## src/hw/rtl/ssc_pkg.sv

```systemverilog
// Types, constants and helper functions of the soldering station controller.
`timescale 1ns / 1ps

package ssc_pkg;

  localparam int TIMER_W    = 12;
  localparam int SP_W       = 6;
  localparam int CODE_W     = 4;
  localparam int MEAS_W     = 7;
  localparam int LED_W      = 8;
  localparam int DISP_W     = 6;
  localparam int CFG_IDX_W  = 2;
  localparam int CFG_DATA_W = 6;
  localparam int IN_DATA_W  = 8;
  localparam int OUT_DATA_W = 8;

  localparam logic [CFG_IDX_W-1:0] CFG_START_SETPOINT = 2'd0;
  localparam logic [CFG_IDX_W-1:0] CFG_TEMP_OFFSET    = 2'd1;

  localparam logic [SP_W-1:0] SET_MIN      = 6'd31;
  localparam logic [SP_W-1:0] SET_MAX      = 6'd41;
  localparam logic [SP_W-1:0] START_RESET  = 6'd35;
  localparam logic [SP_W-1:0] OFFSET_RESET = 6'd28;

  localparam logic [LED_W-1:0] LED_POWER   = 8'h80;
  localparam logic [LED_W-1:0] LED_HEAT    = 8'h40;
  localparam logic [LED_W-1:0] LED_DISPLAY = 8'h3F;
  localparam logic [LED_W-1:0] LED_TOP     = 8'hC0;

  typedef enum logic [2:0] {
    MODE_OFF = 3'b001,
    MODE_ON  = 3'b010,
    MODE_ERR = 3'b100
  } mode_t;

  typedef struct packed {
    logic              power_switch;
    logic [CODE_W-1:0] temp_gray;
    logic              button_up_level;
    logic              button_down_level;
  } in_item_t;

  typedef struct packed {
    logic              power_led;
    logic              heater_on;
    logic [DISP_W-1:0] display_leds;
  } out_item_t;

  typedef struct packed {
    logic [SP_W-1:0] start_setpoint;
    logic [SP_W-1:0] temp_offset;
  } cfg_t;

  // Binary value of a reflected Gray code.
  function automatic logic [CODE_W-1:0] gray_to_code(input logic [CODE_W-1:0] g);
    logic [CODE_W-1:0] b;
    b[3] = g[3];
    b[2] = g[3] ^ g[2];
    b[1] = g[3] ^ g[2] ^ g[1];
    b[0] = g[3] ^ g[2] ^ g[1] ^ g[0];
    return b;
  endfunction

  // Display pattern for a setpoint; values outside the range use the end entries.
  function automatic logic [DISP_W-1:0] pattern_for(input logic [SP_W-1:0] sp);
    logic [SP_W-1:0]   idx;
    logic [DISP_W-1:0] pat;
    idx = (sp < SET_MIN) ? '0 : sp - SET_MIN;
    case (idx)
      6'd0:    pat = 6'd1;
      6'd1:    pat = 6'd3;
      6'd2:    pat = 6'd2;
      6'd3:    pat = 6'd6;
      6'd4:    pat = 6'd4;
      6'd5:    pat = 6'd12;
      6'd6:    pat = 6'd8;
      6'd7:    pat = 6'd24;
      6'd8:    pat = 6'd16;
      6'd9:    pat = 6'd48;
      default: pat = 6'd32;
    endcase
    return pat;
  endfunction

endpackage

```

## src/hw/rtl/soldering_station_controller.sv

```systemverilog
// Top level of the soldering station controller: input stage, state update, output stage.
//
//  Channel | Ports            | Direction | Word
//  --------+------------------+-----------+------------------------------------------
//  in      | in_tvalid/tready | sink      | one tick: switch, sensor code, buttons
//  out     | out_tvalid/tready| source    | LED byte: power, heater, display
//  cfg     | cfg_valid/ready  | sink      | register index and write data
//
// Every accepted tick gives exactly one result word through the input register and then
// the output register; a new tick can be taken every cycle unless stalled. The state
// update sits in one combinational pass between them. Holding out_tready low stalls
// the output register and then the input register; in_tready drops only when both are
// full. Reset clears the controller state and loads the register defaults.
`timescale 1ns / 1ps

module soldering_station_controller #(
  parameter int BLINK_PERIOD_MS = 2000,
  parameter int TICK_MS         = 5
) (
  input  logic                                clk,
  input  logic                                rst_n,
  input  logic                                in_tvalid,
  output logic                                in_tready,
  // [0] power_switch, [4:1] temp_gray, [5] button_up_level, [6] button_down_level
  input  logic [ssc_pkg::IN_DATA_W-1:0]       in_tdata,
  output logic                                out_tvalid,
  input  logic                                out_tready,
  // [0] power_led, [1] heater_on, [7:2] display_leds
  output logic [ssc_pkg::OUT_DATA_W-1:0]      out_tdata,
  input  logic                                cfg_valid,
  output logic                                cfg_ready,
  input  logic [ssc_pkg::CFG_IDX_W-1:0]       cfg_index,
  input  logic [ssc_pkg::CFG_DATA_W-1:0]      cfg_data
);

  logic               s1_valid_r;
  ssc_pkg::in_item_t  s1_item_r;
  logic               out_valid_r;
  ssc_pkg::out_item_t out_item_r;
  logic               s1_adv;
  logic               in_fire;
  logic               step;
  ssc_pkg::in_item_t  in_item;
  ssc_pkg::out_item_t res;
  ssc_pkg::cfg_t      cfg;

  assign s1_adv    = !out_valid_r || out_tready;
  assign in_tready = !s1_valid_r || s1_adv;
  assign in_fire   = in_tvalid && in_tready;
  assign step      = s1_valid_r && s1_adv;
  assign cfg_ready = 1'b1;

  assign in_item.power_switch      = in_tdata[0];
  assign in_item.temp_gray         = in_tdata[4:1];
  assign in_item.button_up_level   = in_tdata[5];
  assign in_item.button_down_level = in_tdata[6];

  always_ff @(posedge clk) begin
    if (!rst_n) begin
      s1_valid_r  <= 1'b0;
      out_valid_r <= 1'b0;
    end else begin
      if (in_fire) begin
        s1_valid_r <= 1'b1;
      end else if (s1_adv) begin
        s1_valid_r <= 1'b0;
      end
      if (step) begin
        out_valid_r <= 1'b1;
      end else if (out_tready) begin
        out_valid_r <= 1'b0;
      end
    end
  end

  always_ff @(posedge clk) begin
    if (in_fire) s1_item_r  <= in_item;
    if (step)    out_item_r <= res;
  end

  ssc_cfg u_cfg (
    .clk      (clk),
    .rst_n    (rst_n),
    .wr_en    (cfg_valid && cfg_ready),
    .wr_index (cfg_index),
    .wr_data  (cfg_data),
    .cfg      (cfg)
  );

  ssc_core #(
    .BLINK_PERIOD_MS (BLINK_PERIOD_MS),
    .TICK_MS         (TICK_MS)
  ) u_core (
    .clk   (clk),
    .rst_n (rst_n),
    .step  (step),
    .item  (s1_item_r),
    .cfg   (cfg),
    .res   (res)
  );

  assign out_tvalid = out_valid_r;
  assign out_tdata  = {out_item_r.display_leds, out_item_r.heater_on, out_item_r.power_led};

endmodule

```

## src/hw/rtl/ssc_cfg.sv

```systemverilog
// Configuration registers: start setpoint and temperature offset.
`timescale 1ns / 1ps

module ssc_cfg (
  input  logic                             clk,
  input  logic                             rst_n,
  input  logic                             wr_en,
  input  logic [ssc_pkg::CFG_IDX_W-1:0]    wr_index,
  input  logic [ssc_pkg::CFG_DATA_W-1:0]   wr_data,
  output ssc_pkg::cfg_t                    cfg
);

  logic [ssc_pkg::SP_W-1:0] start_r;
  logic [ssc_pkg::SP_W-1:0] offset_r;

  always_ff @(posedge clk) begin
    if (!rst_n) begin
      start_r  <= ssc_pkg::START_RESET;
      offset_r <= ssc_pkg::OFFSET_RESET;
    end else if (wr_en) begin
      unique case (wr_index)
        ssc_pkg::CFG_START_SETPOINT: start_r  <= wr_data;
        ssc_pkg::CFG_TEMP_OFFSET:    offset_r <= wr_data;
        default: ;
      endcase
    end
  end

  assign cfg.start_setpoint = start_r;
  assign cfg.temp_offset    = offset_r;

endmodule

```

## src/hw/rtl/ssc_core.sv

```systemverilog
// Controller state and the one-tick update of mode, setpoint, blink timer and LEDs.
`timescale 1ns / 1ps

module ssc_core #(
  parameter int BLINK_PERIOD_MS = 2000,
  parameter int TICK_MS         = 5
) (
  input  logic               clk,
  input  logic               rst_n,
  input  logic               step,
  input  ssc_pkg::in_item_t  item,
  input  ssc_pkg::cfg_t      cfg,
  output ssc_pkg::out_item_t res
);

  localparam int TW       = ssc_pkg::TIMER_W;
  localparam int QUARTER  = BLINK_PERIOD_MS / 4;
  localparam int PHASE_W  = $clog2(QUARTER);
  localparam int PW1      = PHASE_W + 1;
  localparam logic [TW-1:0] PERIOD   = TW'(BLINK_PERIOD_MS);
  localparam logic [TW-1:0] HALF     = TW'(BLINK_PERIOD_MS / 2);
  localparam logic [TW:0]   TICK_EXT = (TW + 1)'(TICK_MS);
  localparam logic [PHASE_W-1:0] EIGHTH   = PHASE_W'(BLINK_PERIOD_MS / 8);
  localparam logic [PW1-1:0]     TICK_MOD = PW1'(TICK_MS % QUARTER);
  localparam logic [PW1-1:0]     QUART_C  = PW1'(QUARTER);

  ssc_pkg::mode_t                mode_r, mode_nxt, mode_cur;
  logic [ssc_pkg::SP_W-1:0]      sp_r, sp_nxt, sp_step, sp_start;
  logic [TW-1:0]                 timer_r, timer_nxt, timer_eff, timer_use;
  // Running remainder of the blink timer by a quarter period.
  logic [PHASE_W-1:0]            phase_r, phase_nxt, phase_eff, phase_use;
  logic                          fbe_r, fbe_nxt;
  logic [ssc_pkg::LED_W-1:0]     led_r, led_nxt;
  logic [1:0]                    prev_btn_r, prev_btn_nxt;

  logic [ssc_pkg::CODE_W-1:0]    code;
  logic [1:0]                    falling;
  logic [ssc_pkg::MEAS_W-1:0]    measured;
  logic [ssc_pkg::LED_W-1:0]     out_byte;
  logic                          wrap;
  logic                          clr;
  logic [TW:0]                   timer_sum;
  logic [PW1-1:0]                phase_sum;

  always_comb begin
    code         = ssc_pkg::gray_to_code(item.temp_gray);
    prev_btn_nxt = {item.button_down_level, item.button_up_level};
    falling      = prev_btn_r & ~prev_btn_nxt;
    measured     = {3'b000, code} + {1'b0, cfg.temp_offset};

    sp_start = cfg.start_setpoint;
    if (sp_start < ssc_pkg::SET_MIN) sp_start = ssc_pkg::SET_MIN;
    if (sp_start > ssc_pkg::SET_MAX) sp_start = ssc_pkg::SET_MAX;

    out_byte = led_r;
    mode_nxt = mode_r;
    sp_nxt   = sp_r;
    sp_step  = sp_r;
    fbe_nxt  = fbe_r;
    clr      = 1'b0;

    wrap      = timer_r > PERIOD;
    timer_eff = wrap ? '0 : timer_r;
    phase_eff = wrap ? '0 : phase_r;
    mode_cur  = item.power_switch ? mode_r : ssc_pkg::MODE_OFF;

    unique case (mode_cur)
      ssc_pkg::MODE_ERR: begin
        // Slow blink of the whole display while the sensor reports a fault.
        if (timer_eff > HALF) begin
          out_byte = out_byte & ~ssc_pkg::LED_DISPLAY;
        end else begin
          out_byte = out_byte | ssc_pkg::LED_DISPLAY;
        end
        if (code != '0) begin
          clr      = 1'b1;
          mode_nxt = ssc_pkg::MODE_ON;
        end
      end
      ssc_pkg::MODE_ON: begin
        // Up is applied before down when both buttons are released together.
        if (sp_step < ssc_pkg::SET_MAX && falling[0]) sp_step = sp_step + 6'd1;
        if (sp_step > ssc_pkg::SET_MIN && falling[1]) sp_step = sp_step - 6'd1;
        sp_nxt = sp_step;
        if ({1'b0, sp_step} == measured) begin
          fbe_nxt = 1'b0;
          clr     = 1'b1;
        end else begin
          fbe_nxt = 1'b1;
        end
        out_byte = (led_r & ssc_pkg::LED_TOP) | {2'b00, ssc_pkg::pattern_for(sp_step)};
        if ({1'b0, sp_step} > measured) begin
          out_byte = out_byte | ssc_pkg::LED_HEAT;
        end else begin
          out_byte = out_byte & ~ssc_pkg::LED_HEAT;
        end
        if (code == '0) begin
          fbe_nxt  = 1'b0;
          clr      = 1'b1;
          out_byte = out_byte & ~ssc_pkg::LED_HEAT;
          mode_nxt = ssc_pkg::MODE_ERR;
        end
      end
      default: begin
        out_byte = '0;
        mode_nxt = ssc_pkg::MODE_OFF;
        if (item.power_switch) begin
          sp_nxt   = sp_start;
          out_byte = ssc_pkg::LED_POWER;
          clr      = 1'b1;
          if (code != '0) begin
            mode_nxt = ssc_pkg::MODE_ON;
          end else begin
            fbe_nxt  = 1'b0;
            mode_nxt = ssc_pkg::MODE_ERR;
          end
        end
      end
    endcase

    timer_use = clr ? '0 : timer_eff;
    phase_use = clr ? '0 : phase_eff;

    // Fast blink: display dark in the upper part of each quarter period.
    if (phase_use > EIGHTH && fbe_nxt) begin
      out_byte = out_byte & ~ssc_pkg::LED_DISPLAY;
    end
    led_nxt = out_byte;

    timer_sum = {1'b0, timer_use} + TICK_EXT;
    timer_nxt = timer_sum[TW-1:0];
    phase_sum = {1'b0, phase_use} + TICK_MOD;
    if (phase_sum >= QUART_C) phase_sum = phase_sum - QUART_C;
    phase_nxt = phase_sum[PHASE_W-1:0];
  end

  always_ff @(posedge clk) begin
    if (!rst_n) begin
      mode_r     <= ssc_pkg::MODE_OFF;
      sp_r       <= '0;
      timer_r    <= '0;
      phase_r    <= '0;
      fbe_r      <= 1'b0;
      led_r      <= '0;
      prev_btn_r <= '0;
    end else if (step) begin
      mode_r     <= mode_nxt;
      sp_r       <= sp_nxt;
      timer_r    <= timer_nxt;
      phase_r    <= phase_nxt;
      fbe_r      <= fbe_nxt;
      led_r      <= led_nxt;
      prev_btn_r <= prev_btn_nxt;
    end
  end

  assign res.power_led    = out_byte[7];
  assign res.heater_on    = out_byte[6];
  assign res.display_leds = out_byte[ssc_pkg::DISP_W-1:0];

endmodule

```

## config.mk

```make
export PLATFORM = sky130hd
export DESIGN_NAME = soldering_station_controller
export DESIGN_NICKNAME = d
export VERILOG_FILES = /design/src/hw/rtl/ssc_pkg.sv /design/src/hw/rtl/soldering_station_controller.sv /design/src/hw/rtl/ssc_cfg.sv /design/src/hw/rtl/ssc_core.sv
export SDC_FILE = /design/constraint.sdc
export NUM_CORES = 1
export LEC_CHECK = 0
export BUFFER_PORTS_ARGS = -buffer_cell sky130_fd_sc_hd__clkbuf_2
export CAP_MARGIN = 20
export CORE_UTILIZATION = 66
export DETAILED_ROUTE_END_ITERATION = 6
export PLACE_DENSITY = 0.86
export SYNTH_ARGS = -nofsm -noshare
export SYNTH_HDL_FRONTEND = slang
export SYNTH_HIERARCHICAL = 1
export SYNTH_SLANG_ARGS = --single-unit
```

## constraint.sdc

```tcl
create_clock -name clk -period 15.6 [get_ports clk]
set_input_delay 3.12 -clock clk [delete_from_list [all_inputs] [get_ports clk]]
set_output_delay 3.12 -clock clk [all_outputs]
set_load 0.005 [all_outputs]
```

### Word level (Yosys, flattened, before mapping)

Memory sizes are Yosys's and may differ from the RTL's.
Index checks and enable logic that the tools add are counted.

| word-level totals | value |
|---|---|
| bits in read-only memories | 96 |
| logic and storage cells | 111 |
| memories kept | 1 |
| output and inout bits | 11 |
| register bits | 70 |

Memory list:

| name | words | width | rd ports | clocked after Yosys merged registers in | wr ports | RTL line | source |
|---|---|---|---|---|---|---|---|
| (name not given) | 16 | 6 | 1 | 0 | 0 | ssc_pkg.sv:69 | `case (idx)` |

| operators by class | value |
|---|---|
| reduce and logical (&&, ||, !) cells | 20 |
| equality and inequality tests | 6 |
| bitwise operators | 7 |
| muxes and demuxes | 42 |
| $lt $le $gt $ge | 10 |
| $add $sub $neg | 7 |

Operator list:

| cell | number |
|---|---|
| $mux W6 | 12 |
| $mux W9 | 3 |
| $mux W12 | 2 |
| $pmux W8 S2 | 1 |
| $mux W3 | 5 |
| $mux W7 | 2 |
| $add A12 B3 Y12 const B | 1 |
| $gt A12 B10 Y1 const B | 1 |
| $gt A12 B11 Y1 const B | 1 |
| $lt A6 B5 Y1 const B | 2 |
| $mux W1 | 12 |
| $pmux W6 S2 | 1 |
| $add A9 B3 Y10 const B | 1 |
| $ge A10 B9 Y1 const B | 1 |
| $gt A9 B8 Y1 const B | 1 |
| $sub A9 B9 Y9 const B | 1 |
| $mux W8 | 1 |
| $or A8 B6 Y8 | 1 |
| $add A4 B6 Y7 | 1 |
| $eq A6 B7 Y1 | 1 |
| $gt A6 B7 Y1 | 1 |
| $add A6 B1 Y6 const B | 1 |
| $gt A6 B5 Y1 const B | 1 |
| $gt A6 B6 Y1 const B | 1 |
| 22 further kinds | 37 |

### Depth between registers and ports, before layout

| depth | value |
|---|---|
| depth in word-level cells | 19 |
| gate-level depth with buffers | 26 |
| depth with buffers taken out | 26 |

### By module

The synthesis kept the hierarchy.

Modules (own cells, without submodules):

| module | times used | sequential area each (um^2) | area each (um^2) | cells an instance |
|---|---|---|---|---|
| ssc_core | 1 | 700.7 | 3,245.6 | 426 |
| soldering_station_controller | 1 | 490.5 | 565.5 | 26 |
| ssc_cfg | 1 | 240.2 | 521.8 | 53 |

### Least setup slack after synthesis

No wires, ideal clock.

| timing | value |
|---|---|
| path kind | input -> output |
| start | input out_tready |
| end | output in_tready |
| buffers on the path | 0 |
| arrival | 3.255 ns |
| stages | 1 |
| setup slack | 9.225 ns |
| required time | 12.480 ns |
| cells stage by stage | nand3b_4 |

| between the ends | value |
|---|---|
| cells in the longest elaborated chain, start to end | 2 |

Ends and longest elaborated chain:

| what | RTL line | source |
|---|---|---|
| start: declaration | soldering_station_controller.sv:27 | `input logic out_tready,` |
| $logic_or A1 B1 Y1 | soldering_station_controller.sv:47 | `assign s1_adv = !out_valid_r \|\| out_tready;` |
| $logic_or A1 B1 Y1 | soldering_station_controller.sv:48 | `assign in_tready = !s1_valid_r \|\| s1_adv;` |
| end: declaration | soldering_station_controller.sv:23 | `output logic in_tready,` |

Every way passes these cells.

### Worst setup path after layout

Ends and elaborated chain as after synthesis.

==> summary.txt <==
Clocking
  • Worst-path clk slew: 0.07 ns
  • CTS H-tree depth: 3
  • # clock sinks: 64
  • Clock tree from TritonCTS: built
  • CTS buffer count: 9
  • Postcts setup bufs: 0
  • Clk_lat worst skew: approximately 0.34 ns
  • CTS hold repair buffers: 0
  • Clock Path Buffers: 2
  • # resized after CTS: 0
  • Root Buffer: clkbuf_8

Pwr
  • Maximum vdd drop: 0.0688 mV
  • LEAKAGE: roughly 1.9 nW
  • Reg power frac: 46.4%
  • PD cells: 83.5 mW/mm2
  • Comb pwr share: 14.4%
  • Share of power burned in the clock network: a little under 40%
  • Switch share: a little over a quarter
  • Pint: approximately 0.29 mW
  • Switch Pwr: 0.105 mW

Worst hold path
  • Worst Hold Launch: u_cfg/start_r[4]
  • WHS Endpoint: u_cfg/start_r[4]
  • Worst min-delay path category: reg -> reg
  • Hold path depth: 2

Global routing
  • First-pass GRT wire length: approximately 16000 um
  • Vias in the first global route: about 3600
  • Total track usage: approximately 28%
  • Overflow after GRT: 0
  • Initial antenna violation count: 0
  • Largest net degree at the start of global routing: 52

Final layout
  • # nets final: ~570
  • Diodes inserted: 0
  • Area grow syn2layout: 8.66%
  • Seq. cell area: approximately 0.0014 mm2
  • FILL cells: roughly 470
  • Share of cells above drive strength 1: 14.1%
  • Multi-input logic area: about 0.0027 mm2

Detailed routing
  • Via/cell ratio: about 6.5
  • Drt total wl: approximately 9700 um
  • Routed len/inst: 16.0 um
  • First-pass iteration count of the detailed router: 6
  • Final ANT Viol Nets: 0
  • Initial DRC Count: 260
  • Via count: between 3000 and 4000
  • DRC violations left: 0

STA
  • Fmax: ~150 MHz
  • Max-slew violation count: 0
  • Hold Vio Cnt, Final: 0
  • Fin crit share: a little over two fifths
  • Final WS setup: 8.99 ns
  • Worst slew margin: a little over a quarter
  • Unrepaired setup endpoints after global routing: no
  • Final setup fails: 0
  • Skew final: 0.00753 ns
  • TNS Setup: 0 ns
  • Minimum clock period after layout: 6.61 ns
  • Worst Tran Pin Value: roughly 1.1 ns

Worst setup path
  • Required time of the critical path: roughly 12 ns
  • CP delay by family, top: buffers and inverters
  • WS Path Type: in -> out
  • Register-to-Register Path Depth: 25
  • Critical path's largest stage delay: 0.15 ns
  • Worst Setup End Kind: output port
  • RR Endpoint: u_core/phase_r[6]
  • Worst path arrival time: between 3 and 4 ns
  • Crit Path Max Fanout: 2
  • CP max-delay cell: nand3b_4
  • Most numerous cell on the critical path: clkbuf_2
  • R2r setup slk: between 9 and 10 ns
  • CP Cell Sequence: clkbuf_2 -> nand3b_4 -> clkbuf_2
  • Buf/Inv on CP: 2
  • Crit path launch type: primary input
  • Worst reg2reg startpoint: u_core/sp_r[0]

Die
  • Die Height: ~83 um
  • DIE AREA: just under 0.007 mm2
  • # rows: 29
  • Core ar.: 0.00635 mm2
  • Initial Utilization: about 68%
  • Ports: 32
  • Die Width: just over 80 um

Yosys
  • Synth top area cells: dfxtp_1 (23%), edfxtp_1 (10%), ha_1 (6.1%)
  • Synth Register Bits: 64
  • Largest family of logic cells by synthesized area: simple AND/OR/NAND/NOR gates
  • Number of distinct library cells after synthesis: between 90 and 100
  • Synthesized cell area: between 0.004 and 0.005 mm2
  • Post-synthesis mux area share: 3.98%
  • Simple-gate portion of the synthesized area: 26.7%
  • Compound-cell area share of the yosys netlist: between 20% and 30%
  • Syn Inst Count: around 510
  • Top_reg_cell synth: dfxtp_1
  • Dominant cell type by area after synthesis: dfxtp_1
  • Avg Cell Area, Syn: approximately 8.6 um2
  • Number of synthesized flops with an enable pin: 15
  • Register area share after synthesis: between 30% and 40%
  • Syn Nets: between 500 and 600
  • Top cell type's share of synthesized area: about 23%
  • Area share of fa/ha/maj cells after synthesis: 6.53%
  • Ys Warns: 6
  • XOR/XNOR Fraction of Synth Area: about 3.6%
  • Asr flop ratio synth: 0%

Place
  • RePlAce Congestion: roughly 0.9
  • Final HPWL DP: just under 7000 um
  • Dpl ws: roughly 9 ns
  • Number of port buffers: 29

Status
  • Status: finished, final reports clean

Job
  • Max cap viols: 0
cell usage after synthesis, drive strengths merged (3+ instances only):
cell type  instances
a211oi             5
a21boi             3
a21o               6
a21oi             24
a41oi              3
and2               5
and3              13
buf                6
clkbuf            14
dfxtp             49
edfxtp            15
ha                21
inv               27
mux2i             15
nand2             61
nand2b             5
nand3             18
nand4b            11
nand4bb            3
nor2              36
nor2b              8
nor3              17
o211ai            15
o21a              11
o21ai             23
o31ai              6
or2                4
or3                7
xnor2              7
xor2              10
logic make-up after synthesis:
| logic type | after synthesis |
|---|---|
| other cells | 1 |
| xor+xnor | 17 |
| compound gates | 128 |
| simple gates | 207 |
| fa+ha+maj | 22 |
| flops | 64 |
| buf+inv | 49 |
| mux | 17 |
placed cells by master, fill, tap and decap left out, drive strengths merged, types with 17 or more instances in the layout:
cell type | Yosys | final
a21oi | 24 | 24
clkbuf | 14 | 39
dfxtp | 49 | 49
ha | 21 | 21
inv | 27 | 27
nand2 | 61 | 61
nand3 | 18 | 18
nor2 | 36 | 36
nor3 | 17 | 17
o21ai | 23 | 23
tightest hold or removal path, stage by stage, from the launching register on:
cell     delay [ns]
dfxtp_1        0.31
nand2_1        0.05
mux2i_1        0.05
layer usage:
layer  track usage (%)  vias up  part of all wire [%]
met4              7.21        0                  0.93
met5                 0        -                     0
li1                  -     1910                     -
met1              38.4     1827                    46
met3              5.77       16                   6.2
met2              46.3      178                    47
worst max path at each step:
stage | endpoint | slack [ns] | from | cells past startpoint
6_report | in_tready | 8.99 | out_tready | 3
2_1_floorplan | in_tready | 9.23 | out_tready | 1
5_1_grt | in_tready | 8.97 | out_tready | 3
4_1_cts | in_tready | 8.98 | out_tready | 3
3_5_place_dp | in_tready | 8.99 | out_tready | 3
3_3_place_gp | in_tready | 8.99 | out_tready | 3
area by class of cell:
class                   count  area share, %
multi-input cells         392           57.5
well taps                  77           2.05
inverters                  29           2.31
repair buffers             30           3.24
clock inverters             6           1.78
clock buffers              10           2.71
flip-flops and latches     64           30.4
state kept, by name, summed over array words and instances (netlist names):
signal             count
u_core/led_r           2
u_core/phase_r         9
u_core/timer_r        12
u_core/sp_r            6
out_tvalid             1
s1_item_r              7
u_cfg/offset_r         6
s1_valid_r             1
u_cfg/start_r          6
u_core/prev_btn_r      2
u_core/fbe_r           1
out_tdata              8
u_core/mode_r          3
power groups by stage:
stage / Combinational [mW] / Clock, mW / Sequential (mW)
floorplan: 0.0424 / 0 / 0.183
global route: 0.0629 / 0.164 / 0.183
detailed placement: 0.0551 / 0 / 0.186
finish: 0.0566 / 0.154 / 0.182
global placement: 0.0524 / 0 / 0.185
CTS: 0.0559 / 0.156 / 0.182
stage by stage:
| step | cells | hold WS (ns) | util [%] | power [mW] | cell area [um2] |
|---|---|---|---|---|---|
| floorplan | 505 | 0.430 | - | 0.226 | 4330 |
| global placement | 592 | 0.444 | 70.8 | 0.238 | 4500 |
| detailed placement | 592 | 0.456 | 70.8 | 0.241 | 4500 |
| CTS | 608 | 0.466 | 74.1 | 0.394 | 4710 |
| global route | 608 | 0.494 | 74.1 | 0.410 | 4710 |
| finish | 608 | 0.462 | 74.1 | 0.393 | 4710 |
Note: power is estimated with default switching activity, not from simulation.
